## src/sv/vmpbu_pkg.sv

```systemverilog
package vmpbu_pkg;

   localparam int NUM_ANNOT   = 64;
   localparam int ANNOT_BITS  = $clog2(NUM_ANNOT);
   localparam int SCORE_BITS  = 32;
   localparam int SUM_BITS    = SCORE_BITS + 2;
   localparam int QUEUE_DEPTH = 2;
   localparam int QPTR_BITS   = (QUEUE_DEPTH > 1) ? $clog2(QUEUE_DEPTH) : 1;
   localparam int QCNT_BITS   = $clog2(QUEUE_DEPTH + 1);

   localparam logic signed [SCORE_BITS-1:0] SCORE_MIN = {1'b1, {(SCORE_BITS-1){1'b0}}};
   localparam logic signed [SCORE_BITS-1:0] SCORE_MAX = {1'b0, {(SCORE_BITS-1){1'b1}}};

   typedef enum logic [1:0] {
      KIND_LEX    = 2'd0,
      KIND_UNARY  = 2'd1,
      KIND_BINARY = 2'd2,
      KIND_CLEAR  = 2'd3
   } kind_type;

   typedef struct packed {
      logic [1:0]                   req_type;
      logic [5:0]                   parent_annot;
      logic [5:0]                   left_annot;
      logic [5:0]                   right_annot;
      logic signed [SCORE_BITS-1:0] rule_score;
      logic signed [SCORE_BITS-1:0] left_score;
      logic signed [SCORE_BITS-1:0] right_score;
      logic                         parent_valid;
      logic                         left_valid;
      logic                         right_valid;
      logic [15:0]                  daughter_id;
   } req_item_type;

   typedef struct packed {
      logic [5:0]                   out_annot;
      logic signed [SCORE_BITS-1:0] best_score;
      logic [15:0]                  best_daughter;
      logic [5:0]                   best_left;
      logic [5:0]                   best_right;
      logic                         was_updated;
   } rsp_item_type;

   typedef struct packed {
      kind_type                     kind;
      logic [ANNOT_BITS-1:0]        parent;
      logic [5:0]                   left;
      logic [5:0]                   right;
      logic                         ok;
      logic signed [SCORE_BITS-1:0] cand;
      logic [15:0]                  daughter;
   } job_type;

   typedef struct packed {
      logic signed [SCORE_BITS-1:0] score;
      logic [15:0]                  daughter;
      logic [5:0]                   left;
      logic [5:0]                   right;
   } entry_type;

   localparam entry_type ENTRY_RESET = '{score: SCORE_MIN, daughter: '0, left: '0, right: '0};

endpackage

```

## src/sv/vmpbu_front.sv

```systemverilog
module vmpbu_front
   import vmpbu_pkg::*;
(
   input  logic         clock,
   input  logic         reset,
   input  logic         start,
   output logic         busy,
   input  req_item_type req_item,
   output job_type      job,
   output logic         job_valid,
   input  logic         job_ready
);

   logic         stage_valid_ff, stage_valid_in;
   job_type      stage_ff, stage_in;
   logic         accept;
   kind_type     kind;
   logic signed [SUM_BITS-1:0] sum;
   logic         fits;

   assign busy   = stage_valid_ff && !job_ready;
   assign accept = start && !busy;

   always_comb begin
      kind = kind_type'(req_item.req_type);
      sum  = SUM_BITS'(req_item.rule_score);
      if (kind == KIND_UNARY || kind == KIND_BINARY) begin
         sum = sum + SUM_BITS'(req_item.left_score);
      end
      if (kind == KIND_BINARY) begin
         sum = sum + SUM_BITS'(req_item.right_score);
      end
      fits = (sum[SUM_BITS-1:SCORE_BITS-1] == '0) || (sum[SUM_BITS-1:SCORE_BITS-1] == '1);

      stage_in.kind     = kind;
      stage_in.parent   = req_item.parent_annot[ANNOT_BITS-1:0];
      stage_in.left     = req_item.left_annot;
      stage_in.right    = req_item.right_annot;
      stage_in.daughter = req_item.daughter_id;
      stage_in.ok       = req_item.parent_valid
                          && (kind == KIND_LEX || req_item.left_valid)
                          && (kind != KIND_BINARY || req_item.right_valid);
      if (fits) begin
         stage_in.cand = sum[SCORE_BITS-1:0];
      end else if (sum[SUM_BITS-1]) begin
         stage_in.cand = SCORE_MIN;
      end else begin
         stage_in.cand = SCORE_MAX;
      end
   end

   assign stage_valid_in = accept || (stage_valid_ff && !job_ready);

   always_ff @(posedge clock) begin
      if (reset) begin
         stage_valid_ff <= 1'b0;
      end else begin
         stage_valid_ff <= stage_valid_in;
      end
   end

   always_ff @(posedge clock) begin
      if (accept) begin
         stage_ff <= stage_in;
      end
   end

   assign job       = stage_ff;
   assign job_valid = stage_valid_ff;

endmodule

```

## config.mk

```make
export PLATFORM = sky130hd
export DESIGN_NAME = vmpbu_front
export DESIGN_NICKNAME = d
export VERILOG_FILES = /design/src/sv/vmpbu_pkg.sv /design/src/sv/vmpbu_front.sv
export SDC_FILE = /design/constraint.sdc
export NUM_CORES = 1
export LEC_CHECK = 0
export ABC_CLOCK_PERIOD_IN_PS = 5160
export BUFFER_PORTS_ARGS = -buffer_cell sky130_fd_sc_hd__buf_4
export CAP_MARGIN = 20
export CORE_ASPECT_RATIO = 0.5
export CORE_MARGIN = 2
export CORE_UTILIZATION = 48
export DETAILED_ROUTE_END_ITERATION = 6
export PLACE_DENSITY_LB_ADDON = 0.25
export SLEW_MARGIN = 20
export SYNTH_ARGS = -nofsm -noshare
export SYNTH_HDL_FRONTEND = slang
export SYNTH_SLANG_ARGS = --single-unit
export TNS_END_PERCENT = 30
```

## constraint.sdc

```tcl
create_clock -name clock -period 5.16 [get_ports clock]
set_clock_uncertainty 0.15 [all_clocks]
set_input_delay 1.032 -clock clock [delete_from_list [all_inputs] [get_ports clock]]
set_output_delay 1.032 -clock clock [all_outputs]
set_load 0.005 [all_outputs]
```

==> results.txt <==
outcome: complete, but fails checks
failing checks: setup timing
first-pass GRT wire length: 39700 µm
vias in the first global route: 7082
Synth Flop Type: edfxtp_1
Clk Latency, worst-skew pair: 0.33 ns
worst hold slack: 0.591 ns
yosys warns: 0
Post-synth EDFFs: 69
largest net degree at the start of global routing: 70
Crit-path slowest cell: o311a_4
setup slack, reg-to-reg: 3.30 ns
VDD IR max: 0.000211 V
total global routing overflow: 0
IO Pins: 210
I/O Buffers: 209
Worst setup SP type: primary input
clock root buffer: clkbuf_16
Required @ worst endpoint: 5.17 ns
Die Span Y: 86.8 µm
Min Clock Period, post-route: 5.77 ns
worst-margin pin slew: 0.855 ns
H-tree depth: 3
Finished Cell Area: 10900 µm²
Die Wd: 170 µm
clk buf depth: 2
final worst slack: -0.607 ns
Final Max Tran Viols: 0
top cell type by total area after synthesis: edfxtp_1
DR DRC count: 0
worst-path cell chain: buf_6 -> ha_4 -> inv_2 -> fa_2 -> and2b_1 -> o2111ai_2 -> a31oi_4 -> o2111ai_4 -> buf_6 -> a21oi_4 -> or3_4 -> a31o_4 -> ha_4 -> o21a_1 -> o21ai_1 -> o21a_1 -> o21ai_2 -> a221oi_2 -> o21ai_1 -> xnor2_1 -> buf_4 -> o311a_4 -> buf_12 -> a31oi_4
Antenna diodes: 0
dominant cells by area after synthesis: edfxtp_1, ha_1, a21oi_1
post-synthesis sequential area ratio: 31.8%
Hold Path Stages: 3
max cap viols: 0
PwrDens: 304 nW/µm²
GRT Resource Usage Total: 35.4%
post-synthesis cell type count: 71
Post-DRT Antenna Nets: 0
crit end category: flop
top-count cell post-synth: nand2_1
Worst Path Arrival: 5.78 ns
WL final: 27500 µm
Worst Setup Path Type: in -> reg
CTS tree: built
area grow syn2layout: 65.1%
antenna violations before repair: 0
Setup-failing EPs final: 31
top cell type's share of synthesized area: 31.5%
area of the core: 13500 µm²
Post-DP Area: 9940 µm²
area of the die: 14700 µm²
layout cell share with drive strength beyond 1: 49.2%
Rows: 30
critical path peak fanout: 7
Post-DP HPWL: 19600 µm
period utilization: 112%
worst hold path class: reg -> reg
Post-synth top cells: nand2_1, edfxtp_1, ha_1
initial core utilization: 48.9%
Post-Synthesis Cell Area: 6590 µm²
count of state elements after synthesis: 70
CP peak stage delay: 0.46 ns
Final Hold Fails: 0
via/cell ratio: 5.88
Post-Syn Nets: 912
Max Clk Rate: 173 MHz
FFs w/ async S/R, synth: 0%
Syn Area/Cell: 9.37 µm²
Slew Limit Headroom: 43.0%
clk sinks: 70
Syn Inst Count: 703
r2r worst-path depth: 3
drt first-iter violations: 732
clk slew on worst S/H paths: 0.05 ns
pre-CTS setup slack: -0.871 ns
Leak: 0.00497 µW
first-pass iteration count of the detailed router: 5
wire per inst: 21.1 µm
Routability Congestion: 1.02
RSZ-0062 raised after global routing: true
Num CTS Buffers: 9
DR vias: 7677
Final nets: 1335
Finished Core Util: 80.7%
## cell usage in the layout (no fill, tap or decap), types with 9 or more instances in the layout
cell         n
buf_4      424
inv_1       15
a21oi_1     49
nor2_1      30
nor2b_1     10
xnor2_1     27
xor2_1      18
ha_1        60
a21o_1      27
o21a_1      12
o21ai_0     37
o21bai_1     9
mux2i_1     10
nand3_1     11
nand2_1     78
nand4_1      9
clkbuf_16   10
o21ai_1      9
edfxtp_1    69
a21oi_2     20
mux2_2      21
## stage by stage
| step | total power (µW) | setup TNS, ns | std cells |
|---|---|---|---|
| after floorplan | 1630 | -6.64 | 703 |
| after global placement | 2370 | -22.23 | 1267 |
| after detailed placement | 2410 | -25.68 | 1267 |
| after CTS | 3090 | -11.22 | 1297 |
| after global routing | 3430 | -20.07 | 1305 |
| final | 3300 | -16.95 | 1305 |
## registers in the layout (all words and copies together) (netlist names)
signal / flops
job: 69
job_valid: 1
## what timing repair did
action,in CTS,in global routing
pin swaps,35,17
cloned,4,1
resized for setup,46,34
buffers inserted,12,7
hold buffers,0,0
setup endpoints to repair,31,32
## critical path: cells and delay by family
kind	cells	cell delay (ns)
adder cells (fa/ha/maj)	3	0.58
AND/OR/NAND/NOR	2	0.52
buffers and inverters	5	0.65
XOR/XNOR	1	0.17
AO/OA/AOI/OAI	13	2.83
## routing by layer
metal	part of all wire (%)	GRT usage, %
met3	8.9	3.47
met4	3.3	6.92
met2	43	57.4
met1	45	52.0
met5	0	0
## cell families (layout without fill, tap and decap cells)
kind of cell,Yosys count,after routing,share of synthesized area (%)
xor gates and xnor gates,46,46,6.12
buffers and inverters,43,469,2.92
and+or+nand+nor,182,182,13.2
DFF,70,70,31.8
muxes,34,34,5.62
AOI/OAI and AO/OA,258,258,26.9
adders and majority gates,70,70,13.5
## path summary, 6_finish.rpt
check	start	endpoint
setup reg to reg	job_valid	job[41]
hold reg to reg	job_valid	job_valid
hold / removal	job_valid	job_valid
setup / recovery	req_item[51]	job[35]
## final cells by class
| type | count | area [µm²] |
|---|---|---|
| tap | 176 | 220 |
| timing repair buffer | 438 | 3460 |
| fill | 828 | 2600 |
| clock buffer | 10 | 229 |
| clock inverter | 4 | 16.3 |
| multi-input combinational | 590 | 4800 |
| inverter | 17 | 63.8 |
| sequential | 70 | 2090 |
## where the power goes
group | leakage [µW] | internal [µW] | switching [µW] | total, µW
combinational | 0.00418 | 1010 | 998 | 2010
sequential | 0.000678 | 726 | 32.6 | 759
clock | 0.000121 | 314 | 218 | 532
total | 0.00497 | 2050 | 1250 | 3300
Power figures use the tool's default switching activity.
