$ cat src/sv/vmpbu_pkg.sv
package vmpbu_pkg;

   localparam int NUM_ANNOT   = 64;
   localparam int ANNOT_BITS  = $clog2(NUM_ANNOT);
   localparam int SCORE_BITS  = 32;
   localparam int SUM_BITS    = SCORE_BITS + 2;
   localparam int QUEUE_DEPTH = 2;
   localparam int QPTR_BITS   = (QUEUE_DEPTH > 1) ? $clog2(QUEUE_DEPTH) : 1;
   localparam int QCNT_BITS   = $clog2(QUEUE_DEPTH + 1);

   localparam logic signed [SCORE_BITS-1:0] SCORE_MIN = {1'b1, {(SCORE_BITS-1){1'b0}}};
   localparam logic signed [SCORE_BITS-1:0] SCORE_MAX = {1'b0, {(SCORE_BITS-1){1'b1}}};

   typedef enum logic [1:0] {
      KIND_LEX    = 2'd0,
      KIND_UNARY  = 2'd1,
      KIND_BINARY = 2'd2,
      KIND_CLEAR  = 2'd3
   } kind_type;

   typedef struct packed {
      logic [1:0]                   req_type;
      logic [5:0]                   parent_annot;
      logic [5:0]                   left_annot;
      logic [5:0]                   right_annot;
      logic signed [SCORE_BITS-1:0] rule_score;
      logic signed [SCORE_BITS-1:0] left_score;
      logic signed [SCORE_BITS-1:0] right_score;
      logic                         parent_valid;
      logic                         left_valid;
      logic                         right_valid;
      logic [15:0]                  daughter_id;
   } req_item_type;

   typedef struct packed {
      logic [5:0]                   out_annot;
      logic signed [SCORE_BITS-1:0] best_score;
      logic [15:0]                  best_daughter;
      logic [5:0]                   best_left;
      logic [5:0]                   best_right;
      logic                         was_updated;
   } rsp_item_type;

   typedef struct packed {
      kind_type                     kind;
      logic [ANNOT_BITS-1:0]        parent;
      logic [5:0]                   left;
      logic [5:0]                   right;
      logic                         ok;
      logic signed [SCORE_BITS-1:0] cand;
      logic [15:0]                  daughter;
   } job_type;

   typedef struct packed {
      logic signed [SCORE_BITS-1:0] score;
      logic [15:0]                  daughter;
      logic [5:0]                   left;
      logic [5:0]                   right;
   } entry_type;

   localparam entry_type ENTRY_RESET = '{score: SCORE_MIN, daughter: '0, left: '0, right: '0};

endpackage

$ cat src/sv/vmpbu_back.sv
module vmpbu_back
   import vmpbu_pkg::*;
(
   input  logic         clock,
   input  logic         reset,
   input  logic         job_valid,
   output logic         job_pop,
   input  job_type      job,
   output logic         rsp_strobe,
   output rsp_item_type rsp_item
);

   typedef enum logic [1:0] {
      ST_IDLE = 2'b01,
      ST_EXEC = 2'b10
   } state_type;

   state_type    state_ff, state_in;
   entry_type    entry_mem [NUM_ANNOT];
   logic [NUM_ANNOT-1:0] valid_ff;
   entry_type    rd_ff;
   logic         rd_valid_ff;
   job_type      cur_ff;
   logic         rsp_strobe_ff, rsp_strobe_in;
   rsp_item_type rsp_item_ff, rsp_item_in;
   entry_type    old_entry, new_entry;
   logic         upd;
   logic         wr_en;

   assign job_pop = (state_ff == ST_IDLE) && job_valid;

   always_comb begin
      old_entry = rd_valid_ff ? rd_ff : ENTRY_RESET;
      new_entry = old_entry;
      upd       = 1'b0;
      if (cur_ff.kind == KIND_CLEAR) begin
         new_entry = ENTRY_RESET;
         upd       = 1'b1;
      end else if (cur_ff.ok && (cur_ff.cand > old_entry.score)) begin
         new_entry.score    = cur_ff.cand;
         new_entry.daughter = cur_ff.daughter;
         if (cur_ff.kind != KIND_LEX) begin
            new_entry.left = cur_ff.left;
         end
         if (cur_ff.kind == KIND_BINARY) begin
            new_entry.right = cur_ff.right;
         end
         upd = 1'b1;
      end
   end

   always_comb begin
      state_in      = state_ff;
      wr_en         = 1'b0;
      rsp_strobe_in = 1'b0;
      unique case (state_ff)
         ST_IDLE: begin
            if (job_valid) begin
               state_in = ST_EXEC;
            end
         end
         ST_EXEC: begin
            wr_en         = upd;
            rsp_strobe_in = 1'b1;
            state_in      = ST_IDLE;
         end
         default: begin
            state_in = ST_IDLE;
         end
      endcase
      rsp_item_in.out_annot     = 6'(cur_ff.parent);
      rsp_item_in.best_score    = new_entry.score;
      rsp_item_in.best_daughter = new_entry.daughter;
      rsp_item_in.best_left     = new_entry.left;
      rsp_item_in.best_right    = new_entry.right;
      rsp_item_in.was_updated   = upd;
   end

   always_ff @(posedge clock) begin
      if (reset) begin
         state_ff      <= ST_IDLE;
         rsp_strobe_ff <= 1'b0;
         valid_ff      <= '0;
      end else begin
         state_ff      <= state_in;
         rsp_strobe_ff <= rsp_strobe_in;
         if (wr_en) begin
            valid_ff[cur_ff.parent] <= 1'b1;
         end
      end
   end

   // entry memory: read on pop, write in the following cycle
   always_ff @(posedge clock) begin
      if (job_pop) begin
         cur_ff      <= job;
         rd_ff       <= entry_mem[job.parent];
         rd_valid_ff <= valid_ff[job.parent];
      end
      if (wr_en) begin
         entry_mem[cur_ff.parent] <= new_entry;
      end
      if (rsp_strobe_in) begin
         rsp_item_ff <= rsp_item_in;
      end
   end

   assign rsp_strobe = rsp_strobe_ff;
   assign rsp_item   = rsp_item_ff;

endmodule

$ cat config.mk
export PLATFORM = sky130hd
export DESIGN_NAME = vmpbu_back
export DESIGN_NICKNAME = d
export VERILOG_FILES = /design/src/sv/vmpbu_pkg.sv /design/src/sv/vmpbu_back.sv
export SDC_FILE = /design/constraint.sdc
export NUM_CORES = 2
export LEC_CHECK = 0
export ABC_CLOCK_PERIOD_IN_PS = 11750
export BUFFER_PORTS_ARGS = -buffer_cell sky130_fd_sc_hd__clkbuf_2
export CAP_MARGIN = 30
export CORE_ASPECT_RATIO = 0.8
export CORE_UTILIZATION = 55
export CTS_CLUSTER_SIZE = 24
export DETAILED_ROUTE_END_ITERATION = 6
export HOLD_SLACK_MARGIN = 0.03
export PLACE_DENSITY = 0.68
export SLEW_MARGIN = 0
export SYNTH_ARGS = -nofsm -noshare
export SYNTH_HDL_FRONTEND = slang
export SYNTH_SLANG_ARGS = --single-unit
$ cat constraint.sdc
create_clock -name clock -period 11.75 [get_ports clock]
set_input_delay 2.35 -clock clock [delete_from_list [all_inputs] [get_ports clock]]
set_output_delay 2.35 -clock clock [all_outputs]
set_load 0.02 [all_outputs]
==> results.py <==
metrics = {
    "status": {
        "status": "complete, but fails checks",
        "violations": "DRC",
    },
    "logic_synthesis": {
        "synthesis.nets": 6437,
        "synth_flop_cell": "edfxtp_1",
        "synth_edf_count": 4037,
        "synthCells": 6333,
        "async_reset_ff_share_pct": 0,
        "synth_warnings": 0,
        "netlist_area_sq_mm": 0.156,
        "synth.ff_latch_count": 4104,
        "synth_cell_types": 57,
        "yosysSeqAreaShare_pct": 78.4,
        "syn_area_per_cell_sq_um": 24.7,
    },
    "clock_network": {
        "clk_path_buf_depth": 4,
        "post_cts_resized": 0,
        "hold_buffers": 0,
        "insertion_delay_ns": 0.92,
        "cts_buffers": 389,
        "cts-htree-levels": 5,
        "clk_pin_slew_ns": 0.06,
        "cts-root-buf": "clkbuf_16",
        "cts_tree": "built",
        "cts_num_sinks": 4104,
        "postCtsSetupBuffers": 0,
    },
    "finish": {
        "drive_gt1_share_pct": 33.9,
        "fin_cells": 10911,
        "area_growth_pct": 13.0,
        "final_nets": 6917,
        "fillerInstances": 18459,
        "final_common_cell": "edfxtp_1",
        "layout_common_cells": "4,037 x edfxtp_1, 1,266 x mux4_2, 395 x clkbuf_16",
        "final_core_utilization_pct": 62.7,
    },
    "route": {
        "drtIter0Drc": 13339,
        "drc": 1,
        "final_antenna_net_count": 0,
        "wirelength_microns": 432000,
        "vias": 76134,
        "drt-pass1-iter-count": 7,
        "wl_per_cell_microns": 39.6,
        "drt-vias-per-instance": 6.98,
    },
    "sta": {
        "fmax_mhz": 149,
        "holdWs_ns": 0.474,
        "maxSlewHeadroom_pct": 22.6,
        "post-route-period-util_pct": 57.0,
        "clock_skew_ns": 0.0661,
        "fin_crit_ns": 6.70,
        "rsz0062_at_grt": "false",
        "max_slew.worst_pin.slew_ns": 1.16,
        "drv_slew": 0,
        "fin_tns_setup_ns": 0,
        "setup_violations": 0,
        "setup_ws_ns": 5.05,
        "finalHoldViolations": 0,
    },
    "critical_path": {
        "cp_num_cells": 14,
        "cp_slowest_cell": "nor3_2",
        "rr_endpoint": "entry_mem[37][48]",
        "worstPathArrival_ns": 7.24,
        "cp_max_fo": 64,
        "path_buf_inv": 5,
        "required_ns": 12.29,
        "critPathLaunch": "rd_valid_ff",
        "worstSetupEndpoint": "entry_mem[37][48]",
        "r2r_slack_ns": 5.05,
        "crit_chain": "buf_4 > nor2b_1 > ha_1 > nand4_1 > nor2_1 > a221oi_1 > o211ai_2 > nor4_1 > a211oi_4 > buf_4 > nor3_2 > buf_4 > buf_4 > buf_16",
        "r2r_cells": 14,
        "cpMostUsedCell": "buf_4",
        "startpoint_type": "flip-flop",
        "path_delay_family": "buffers and inverters",
        "critPathKind": "reg -> reg",
        "end_kind": "flip-flop",
        "regToRegStartpoint": "rd_valid_ff",
        "crit_path_max_incr_delay_ns": 0.84,
    },
    "global_route": {
        "grt_use_total_pct": 30.4,
        "grt_pass1_vias": 74106,
        "overflow": 0,
        "antenna_found_initial": 17,
        "grt_pass1_wl_microns": 597000,
        "grt_max_degree": 143,
    },
    "pwr": {
        "p_comb_share_pct": 6.0,
        "p_leak_nw": 55.3,
        "ir_drop_uv": 150,
        "clkPwrFrac_pct": 40.1,
        "swShare_pct": 21.7,
        "internal-power_mw": 24.1,
        "seq_power_share_pct": 53.9,
        "p_switching_mw": 6.69,
        "power_density_mw_per_mm2": 174,
    },
    "hold_path": {
        "hp-class": "reg -> reg",
    },
    "floorplanning": {
        "start_util_pct": 55.5,
        "num_rows": 174,
        "core_sq_mm": 0.282,
        "die_x_microns": 598,
        "die_area_sq_mm": 0.286,
        "fp.dieH_microns": 479,
        "num_io_pins": 141,
    },
    "placed_design": {
        "io_buffers": 140,
        "place.gp.congestion": 0.806,
        "place_inst": 10201,
        "dpl_worst_slack_ns": 5.17,
        "hpwl_microns": 229000,
    },
    "run": {
        "cap_violations": 0,
    },
}
==> stage by stage <==
step	total power [mW]	cell area (sq um)
global route	31.5	177000
global placement	18.7	164000
floorplan	18.1	156000
CTS	30.9	177000
finish	30.8	177000
detailed placement	18.7	164000
==> state kept, by name, summed over array words and instances, names as in the netlist <==
register	flops
cur_ff	69
rd_ff	60
rsp_item	67
state_ff	2
valid_ff	64
entry_mem	3840
rd_valid_ff	1
rsp_strobe	1
==> synth_stat cells, drive strengths merged, types with 2 or more instances <==
cell / number / area (sq um)
nand2b: 4 / 25.0
mux4: 1266 / 28500
nand2: 97 / 364
o211ai: 3 / 27.5
nand3b: 4 / 30.0
nor4: 4 / 31.3
a211oi: 8 / 72.6
and3: 2 / 17.5
or3: 3 / 18.8
a221oi: 2 / 35.0
ha: 32 / 400
o22ai: 64 / 400
a31oi: 2 / 18.8
o21ai: 34 / 170
nor2b: 2 / 12.5
or4: 2 / 15.0
o31ai: 31 / 233
nor2: 11 / 43.8
a21o: 2 / 15.0
mux2: 15 / 169
a21oi: 12 / 60.1
edfxtp: 4037 / 121000
and2: 3 / 18.8
o41ai: 6 / 52.6
dfxtp: 67 / 1340
a41o: 2 / 20.0
a22o: 6 / 52.6
mux2i: 15 / 150
or2: 5 / 31.3
nor3: 70 / 350
buf: 159 / 783
nand4: 55 / 344
clkbuf: 201 / 754
nand3: 21 / 105
inv: 69 / 259
nor4b: 6 / 52.6
==> per-layer routing <==
layer	track usage, %	up-vias	routed length, microns
met5	0	-	0
met3	6.46	831	55500
met1	45.3	41182	162000
met2	45.5	5574	197000
li1	-	28547	-
met4	10.1	0	17200
==> tightest hold or removal path, stage by stage, from the launching register on <==
cell and delay [ns]:
dfxtp_1 0.31, inv_1 0.05, o22ai_1 0.07
==> power by group through the flow <==
stage	combinational, mW	sequential, mW	clock (mW)
after floorplan	1.11	17.0	0
after global placement	1.75	16.9	0
after detailed placement	1.82	16.9	0
after CTS	1.82	16.6	12.5
after global routing	1.93	16.6	13.0
final	1.84	16.6	12.4
==> cell families (layout without fill, tap and decap cells) <==
group | Yosys count | after routing | synth area share, %
flops | 4104 | 4104 | 78.4
mux | 1296 | 1296 | 18.4
buf+inv | 429 | 1220 | 1.15
simple gates | 292 | 292 | 0.953
compound gates | 180 | 180 | 0.794
fa+ha+maj | 32 | 32 | 0.256
other cells | 0 | 3 | 0
==> worst min-delay path by stage <==
stage | start | endpoint | slack (ns) | cells past startpoint
after CTS | valid_ff[57] | valid_ff[57] | 0.47 | 2
after floorplan | cur_ff[61] | rsp_item[61] | 0.42 | 0
after global routing | valid_ff[40] | valid_ff[40] | 0.49 | 2
after global placement | valid_ff[52] | valid_ff[52] | 0.45 | 2
final | valid_ff[5] | valid_ff[5] | 0.47 | 2
after detailed placement | valid_ff[18] | valid_ff[18] | 0.46 | 2
==> cell type report <==
class	instances	area, sq um	area share (%)
diodes	3	7.51	0.00425
flip-flops and latches	4104	123000	69.4
clock buffers	454	10100	5.72
clock inverters	248	2250	1.28
repair buffers	449	3740	2.12
inverters	69	264	0.149
well taps	3784	4730	2.68
multi-input cells	1800	33000	18.7
Power figures use the tool's default switching activity.
