**src/sv/vmpbu_pkg.sv**
```systemverilog
package vmpbu_pkg;

   localparam int NUM_ANNOT   = 64;
   localparam int ANNOT_BITS  = $clog2(NUM_ANNOT);
   localparam int SCORE_BITS  = 32;
   localparam int SUM_BITS    = SCORE_BITS + 2;
   localparam int QUEUE_DEPTH = 2;
   localparam int QPTR_BITS   = (QUEUE_DEPTH > 1) ? $clog2(QUEUE_DEPTH) : 1;
   localparam int QCNT_BITS   = $clog2(QUEUE_DEPTH + 1);

   localparam logic signed [SCORE_BITS-1:0] SCORE_MIN = {1'b1, {(SCORE_BITS-1){1'b0}}};
   localparam logic signed [SCORE_BITS-1:0] SCORE_MAX = {1'b0, {(SCORE_BITS-1){1'b1}}};

   typedef enum logic [1:0] {
      KIND_LEX    = 2'd0,
      KIND_UNARY  = 2'd1,
      KIND_BINARY = 2'd2,
      KIND_CLEAR  = 2'd3
   } kind_type;

   typedef struct packed {
      logic [1:0]                   req_type;
      logic [5:0]                   parent_annot;
      logic [5:0]                   left_annot;
      logic [5:0]                   right_annot;
      logic signed [SCORE_BITS-1:0] rule_score;
      logic signed [SCORE_BITS-1:0] left_score;
      logic signed [SCORE_BITS-1:0] right_score;
      logic                         parent_valid;
      logic                         left_valid;
      logic                         right_valid;
      logic [15:0]                  daughter_id;
   } req_item_type;

   typedef struct packed {
      logic [5:0]                   out_annot;
      logic signed [SCORE_BITS-1:0] best_score;
      logic [15:0]                  best_daughter;
      logic [5:0]                   best_left;
      logic [5:0]                   best_right;
      logic                         was_updated;
   } rsp_item_type;

   typedef struct packed {
      kind_type                     kind;
      logic [ANNOT_BITS-1:0]        parent;
      logic [5:0]                   left;
      logic [5:0]                   right;
      logic                         ok;
      logic signed [SCORE_BITS-1:0] cand;
      logic [15:0]                  daughter;
   } job_type;

   typedef struct packed {
      logic signed [SCORE_BITS-1:0] score;
      logic [15:0]                  daughter;
      logic [5:0]                   left;
      logic [5:0]                   right;
   } entry_type;

   localparam entry_type ENTRY_RESET = '{score: SCORE_MIN, daughter: '0, left: '0, right: '0};

endpackage

```
**src/sv/vmpbu_queue.sv**
```systemverilog
module vmpbu_queue
   import vmpbu_pkg::*;
(
   input  logic    clock,
   input  logic    reset,
   input  logic    push_valid,
   output logic    push_ready,
   input  job_type push_job,
   output logic    pop_valid,
   input  logic    pop,
   output job_type pop_job
);

   job_type              slot_ff [QUEUE_DEPTH];
   logic [QPTR_BITS-1:0] wr_ptr_ff, wr_ptr_in;
   logic [QPTR_BITS-1:0] rd_ptr_ff, rd_ptr_in;
   logic [QCNT_BITS-1:0] count_ff, count_in;
   logic                 do_push, do_pop;

   assign push_ready = (count_ff != QCNT_BITS'(QUEUE_DEPTH));
   assign pop_valid  = (count_ff != '0);
   assign do_push    = push_valid && push_ready;
   assign do_pop     = pop && pop_valid;
   assign pop_job    = slot_ff[rd_ptr_ff];

   always_comb begin
      wr_ptr_in = wr_ptr_ff;
      rd_ptr_in = rd_ptr_ff;
      count_in  = count_ff;
      if (do_push) begin
         wr_ptr_in = (wr_ptr_ff == QPTR_BITS'(QUEUE_DEPTH - 1)) ? '0 : wr_ptr_ff + 1'b1;
      end
      if (do_pop) begin
         rd_ptr_in = (rd_ptr_ff == QPTR_BITS'(QUEUE_DEPTH - 1)) ? '0 : rd_ptr_ff + 1'b1;
      end
      if (do_push && !do_pop) begin
         count_in = count_ff + 1'b1;
      end else if (do_pop && !do_push) begin
         count_in = count_ff - 1'b1;
      end
   end

   always_ff @(posedge clock) begin
      if (reset) begin
         wr_ptr_ff <= '0;
         rd_ptr_ff <= '0;
         count_ff  <= '0;
      end else begin
         wr_ptr_ff <= wr_ptr_in;
         rd_ptr_ff <= rd_ptr_in;
         count_ff  <= count_in;
      end
   end

   always_ff @(posedge clock) begin
      if (do_push) begin
         slot_ff[wr_ptr_ff] <= push_job;
      end
   end

endmodule

```
**config.mk**
```make
export PLATFORM = sky130hd
export DESIGN_NAME = vmpbu_queue
export DESIGN_NICKNAME = d
export VERILOG_FILES = /design/src/sv/vmpbu_pkg.sv /design/src/sv/vmpbu_queue.sv
export SDC_FILE = /design/constraint.sdc
export NUM_CORES = 1
export LEC_CHECK = 0
export ABC_CLOCK_PERIOD_IN_PS = 3300
export BUFFER_PORTS_ARGS = -buffer_cell sky130_fd_sc_hd__buf_2
export CAP_MARGIN = 20
export CORE_MARGIN = 10
export CORE_UTILIZATION = 45
export DETAILED_ROUTE_END_ITERATION = 10
export PLACE_DENSITY = 0.78
export SYNTH_ARGS = -nofsm -noshare
export SYNTH_HDL_FRONTEND = slang
export SYNTH_SLANG_ARGS = --single-unit
```
**constraint.sdc**
```tcl
create_clock -name clock -period 3.3 [get_ports clock]
set_clock_uncertainty 0.1 [all_clocks]
set_input_delay 0 -clock clock [delete_from_list [all_inputs] [get_ports clock]]
set_output_delay 0 -clock clock [all_outputs]
set_load 0.05 [all_outputs]
```
==> results of run 1 <==
==> critical path, stage by stage (launching register included) <==
cell	delay (ns)
dfxtp_4	1.00
mux2_2	0.43
buf_2	0.21
==> area by class of cell <==
class,count,area (sq um)
Clock inverter,12,191
Tap cell,143,179
Sequential cell,143,4250
Clock buffer,20,437
Inverter,1,3.75
Fill cell,799,3950
Timing Repair Buffer,217,1470
Antenna cell,3,7.51
Multi-Input combinational cell,87,938
==> stage by stage <==
| step | instance area (sq um) | power (W) | cells | setup WS (ns) | utilization, % |
|---|---|---|---|---|---|
| after floorplan | 5240 | 0.00402 | 239 | 0.114 | - |
| after global placement | 6100 | 0.00441 | 518 | 1.37 | 53.5 |
| after detailed placement | 6100 | 0.00445 | 518 | 1.26 | 53.5 |
| after CTS | 7460 | 0.00654 | 623 | 1.08 | 65.4 |
| after global routing | 7470 | 0.00673 | 625 | 1.02 | 65.4 |
| final | 7470 | 0.00647 | 626 | 1.12 | 65.4 |
==> logic make-up after synthesis <==
kind of cell	Yosys count	share of synthesized area (%)
xor gates and xnor gates	3	0.502
and+or+nand+nor	9	0.956
DFF	143	81.0
muxes	69	15.5
buffers and inverters	9	1.19
adders and majority gates	1	0.239
AOI/OAI and AO/OA	5	0.573
==> power groups by stage <==
stage                     clock [W]  combinational, W  sequential (W)
after floorplan                   0           0.00166         0.00236
after global placement            0           0.00194         0.00248
final                       0.00201           0.00201         0.00246
after global routing        0.00213           0.00211         0.00249
after detailed placement          0           0.00195         0.00250
after CTS                   0.00204           0.00203         0.00246
==> synthesized netlist by cell type, drive strengths merged <==
cell / instances / area share [%]
a21bo: 1 / 0.19
or3: 1 / 0.12
nand3b: 1 / 0.14
or2: 1 / 0.12
edfxtp: 138 / 79
buf: 8 / 1.1
and3: 1 / 0.12
mux2: 69 / 16
ha: 1 / 0.24
and2: 1 / 0.12
nor2: 3 / 0.21
nand2b: 1 / 0.12
xor2: 3 / 0.50
dfxtp: 5 / 1.9
o21ai: 2 / 0.19
inv: 1 / 0.072
a21oi: 2 / 0.19
==> routing by layer <==
metal	track usage (%)	up-vias
met4	6.56	0
met1	13.7	1440
li1	-	1403
met5	0	-
met2	23.7	93
met3	5.38	13
==> registers in the layout, indices dropped and copies added, names as in the netlist, named ones only <==
| register | flops |
|---|---|
| wr_ptr_ff | 1 |
| slot_ff | 138 |
| count_ff | 2 |
| rd_ptr_ff | 1 |
==> worst max-delay path by stage <==
stage | start | to | slack (ns) | cells after the start
final | register | pop_job[59] | 1.12 | 2
after global routing | register | pop_job[10] | 1.02 | 2
after CTS | register | pop_job[61] | 1.08 | 2
after detailed placement | count_ff[0]$_SDFFE_PP0P_ | slot_ff[1][5]$_DFFE_PP_ | 1.26 | 2
after global placement | count_ff[0]$_SDFFE_PP0P_ | slot_ff[1][7]$_DFFE_PP_ | 1.37 | 2
after floorplan | count_ff[0]$_SDFFE_PP0P_ | slot_ff[1][0]$_DFFE_PP_ | 0.11 | 2
==> flow_summary.json, run 1 <==
{
  "status": "complete, no violations",
  "dp_hpwl_um": 6660,
  "worst-setup-path-type": "register to output pin",
  "cts_setup_buffers": 0,
  "die_h_um": 128,
  "core_sq_mm": 0.0114,
  "cp-start-kind": "register",
  "path_clk_slew_ns": 0.05,
  "hold_viol": 0,
  "min_path_type": "primary input to register",
  "reg2reg_slack_ns": 1.28,
  "p_comb_share_pct": 31.0,
  "layout_commonest_cell": "buf_2",
  "seq_power_share_pct": 38.0,
  "die_w_um": 128,
  "ctsResizeCount": 0,
  "r2r_cells": 2,
  "grt_max_degree": 70,
  "clkPwrFrac_pct": 31.0,
  "p_switching_w": 0.00224,
  "place.port_buffers": 143,
  "maxCapViolCount": 0,
  "fin_nets": 541,
  "maxSlewHeadroom_pct": 34.4,
  "numClockSinks": 143,
  "cp-end-kind": "output pin",
  "grt_overflow": 0,
  "start_util_pct": 45.9,
  "r2r_end": "slot_ff[1][6]$_DFFE_PP_",
  "grt_pass1_vias": 3330,
  "layout_common_cells": "143 x buf_2, 138 x edfxtp_1, 73 x dlygate4sd3_1, 59 x mux2_2, 17 x clkbuf_16",
  "ir_worst_vdd_mv": 0.506,
  "netlist_instances": 239,
  "dr.first_iter.drc_count": 179,
  "topRoutingLayerUsed": "met4",
  "grt_use_total_pct": 13.5,
  "setup_viol": 0,
  "wl_met2_um": 5980,
  "fin_crit_sh_pct": 66.1,
  "finalSetupTns_ns": 0,
  "wire_per_inst_um": 17.5,
  "hold_end": "slot_ff[1][37]$_DFFE_PP_",
  "rsz0062_at_grt": "false",
  "max-clock-path-buffers": 2,
  "worstHoldPathCells": 2,
  "wl_met1_um": 4060,
  "drtPass1Iterations": 4,
  "crit_required_ns": 3.20,
  "syn_avg_cell_area_sq_um": 21.9,
  "clock_latency_ns": 0.41,
  "vias": 2949,
  "yosysWarnings": 0,
  "holdWs_ns": 0.216,
  "worst_slew_pin_slew_ns": 0.983,
  "cts-buffers-inserted": 17,
  "synth.ff_latch_count": 143,
  "synthToLayoutAreaGrowth_pct": 42.6,
  "cts_root_buf": "clkbuf_16",
  "grt_pass1_wl_um": 17200,
  "wl_met3_um": 806,
  "cts_tree": "yes",
  "antenna_found_initial": 2,
  "p_int_w": 0.00424,
  "drive_gt1_share_pct": 51.0,
  "routed_wl_um": 11000,
  "fin_crit_ns": 2.18,
  "htree_levels": 4,
  "die_area_sq_mm": 0.0164,
  "row_count": 39,
  "swShare_pct": 34.5,
  "io_pins": 144,
  "drc_errors": 0,
  "r2r_start": "count_ff[0]$_SDFFE_PP0P_",
  "vias_per_cell": 4.71,
  "place_congestion": 0.684,
  "mappedNetlistNets": 313,
  "powerDensity_mw_per_mm2": 866,
  "p_leak_nw": 2.85,
  "syn-cell-area_sq_mm": 0.00524,
  "slew_viol_final": 0,
  "hold_buffers": 73,
  "cp_data_arrival_time_ns": 2.08,
  "fmax_ghz": 0.458,
  "ys_seq_area_share_pct": 81.0,
  "path_max_fanout": 69,
  "hold_start": "push_job[37]",
  "synth.distinct_cells": 19,
  "ant_nets": 0
}
(Power assumes the default switching activity.)
==> run 2: changes to the inputs <==
--- a/config.mk
+++ b/config.mk
@@ -5,7 +5,7 @@
 export SDC_FILE = /design/constraint.sdc
 export NUM_CORES = 1
 export LEC_CHECK = 0
-export ABC_CLOCK_PERIOD_IN_PS = 3300
+export ABC_CLOCK_PERIOD_IN_PS = 2200
 export BUFFER_PORTS_ARGS = -buffer_cell sky130_fd_sc_hd__buf_2
 export CAP_MARGIN = 20
 export CORE_MARGIN = 10
==> constraint.sdc (replaced) <==
create_clock -name clock -period 2.2 [get_ports clock]
set_clock_uncertainty 0.1 [all_clocks]
set_input_delay 0 -clock clock [delete_from_list [all_inputs] [get_ports clock]]
set_output_delay 0 -clock clock [all_outputs]
set_load 0.05 [all_outputs]
==> flow_summary.json, run 2 (synthesis gave the netlist of run 1 again) <==
{
  "p_leak_nw": 2.89,
  "fmax_ghz": 0.495,
  "layout.cells.non_filler": 630,
  "start_util_pct": 45.9,
  "cp_data_arrival_time_ns": 1.92,
  "dr.first_iter.drc_count": 165,
  "path_max_fanout": 26,
  "fin_nets": 547,
  "hold_start": "push_job[13]",
  "cts-buffers-inserted": 17,
  "reg2reg_slack_ns": 0.36,
  "grt_pass1_vias": 3410,
  "holdWs_ns": 0.210,
  "cts_tree": "yes",
  "core_sq_mm": 0.0114,
  "htree_levels": 4,
  "grt_pass1_wl_um": 17600,
  "cp-end-kind": "output pin",
  "routed_wl_um": 11300,
  "antenna_found_initial": 1,
  "wire_per_inst_um": 18.0,
  "numClockSinks": 143,
  "largest_register_ff_count": 138,
  "final_area_sq_mm": 0.00758,
  "min_path_type": "primary input to register",
  "vias_per_cell": 4.72,
  "powerDensity_mw_per_mm2": 1290,
  "place.port_buffers": 143,
  "drive_gt1_share_pct": 53.1,
  "worst-setup-path-type": "register to output pin",
  "place_congestion": 0.745,
  "grt_max_degree": 43,
  "synthToLayoutAreaGrowth_pct": 44.6,
  "drc_errors": 0,
  "placedCellCount": 524,
  "worstHoldPathCells": 2,
  "maxCapViolCount": 0,
  "grt_use_total_pct": 13.9,
  "maxSlewHeadroom_pct": 66.6,
  "fin_util_pct": 66.3,
  "path_clk_slew_ns": 0.06,
  "r2r_cells": 4,
  "top_register": "slot_ff",
  "hold_viol": 0,
  "row_count": 39,
  "r2r_end": "count_ff[1]$_SDFFE_PP0P_",
  "fin_crit_ns": 2.02,
  "layout_commonest_cell": "buf_2",
  "ir_worst_vdd_mv": 0.805,
  "dpl_cell_area_sq_mm": 0.00621,
  "hold_end": "slot_ff[1][13]$_DFFE_PP_",
  "worst_slew_pin_slew_ns": 0.500,
  "r2r_start": "count_ff[1]$_SDFFE_PP0P_",
  "dp_hpwl_um": 7150,
  "grt_overflow": 0,
  "slew_viol_final": 0,
  "fin_crit_sh_pct": 91.9,
  "die_w_um": 128,
  "top_regs": "slot_ff (138), count_ff (2)",
  "fill_cells": 778,
  "crit_required_ns": 2.10,
  "cts_root_buf": "clkbuf_16",
  "max-clock-path-buffers": 2,
  "cp-start-kind": "register",
  "layout_common_cells": "143 x buf_2, 138 x edfxtp_1, 73 x dlygate4sd3_1, 59 x mux2_2, 17 x clkbuf_16",
  "die_h_um": 128,
  "setup_viol": 0,
  "power_w": 0.00980,
  "rsz0062_at_grt": "false",
  "clock_latency_ns": 0.40,
  "vias": 2971,
  "die_area_sq_mm": 0.0164,
  "io_pins": 144,
  "drtPass1Iterations": 4,
  "ant_nets": 0,
  "status": "complete, no violations"
}
[run 2: cell count changes in the layout (fill, tap and decap cells not counted), sizes merged, moves of 2 or more]
cell | before | now
clkinvlp | 2 | 5
clkbuf | 20 | 18
diode | 3 | 1
buf | 144 | 150
[run 2: final cells by class]
cell class / count / area (sq um) / area share (%)
Antenna cell: 1 / 2.50 / 0.0330
Inverter: 1 / 7.51 / 0.0991
Tap cell: 143 / 179 / 2.36
Multi-Input combinational cell: 87 / 946 / 12.5
Clock inverter: 14 / 191 / 2.53
Sequential cell: 143 / 4250 / 56.1
Timing Repair Buffer: 223 / 1560 / 20.6
Clock buffer: 18 / 439 / 5.80
[run 2: critical path: stages, from the launching register on]
cell,delay (ns)
dfxtp_4,0.61
buf_4,0.31
mux2_2,0.37
buf_2,0.22
[run 2: routing by layer]
metal / track usage [%] / part of all wire [%]
met5: 0 / 0
met4: 5.63 / 1.0
met3: 6.08 / 7.9
met2: 23.9 / 53
met1: 14.7 / 38
[run 2: power by group]
part,internal (W),switching [W],total [W],leakage [nW]
sequential,0.00341,0.000172,0.00358,1.33
combinational,0.00102,0.00222,0.00324,1.27
clock,0.00192,0.00105,0.00298,0.298
[run 2: how the worst max path moves through the flow]
stage	slack (ns)	from	end	cells past startpoint
final	0.18	register	pop_job[55]	3
after global routing	0.08	register	pop_job[55]	3
after CTS	0.15	register	pop_job[54]	3
after detailed placement	0.38	count_ff[1]$_SDFFE_PP0P_	slot_ff[0][40]$_DFFE_PP_	4
after floorplan	-0.03	count_ff[0]$_SDFFE_PP0P_	slot_ff[0][0]$_DFFE_PP_	3
after global placement	0.42	count_ff[0]$_SDFFE_PP0P_	slot_ff[0][40]$_DFFE_PP_	4
[run 2: per-stage QoR]
stage / worst slack, ns / setup TNS [ns]
global route: 0.0824 / 0
detailed placement: 0.383 / 0
finish: 0.178 / 0
floorplan: -0.0343 / -2.37
CTS: 0.148 / 0
global placement: 0.425 / 0
[run 2: what timing repair did]
item	CTS	global route
hold endpoints to repair	143	0
gates resized for setup	0	0
setup buffers	0	0
hold buffers	73	0
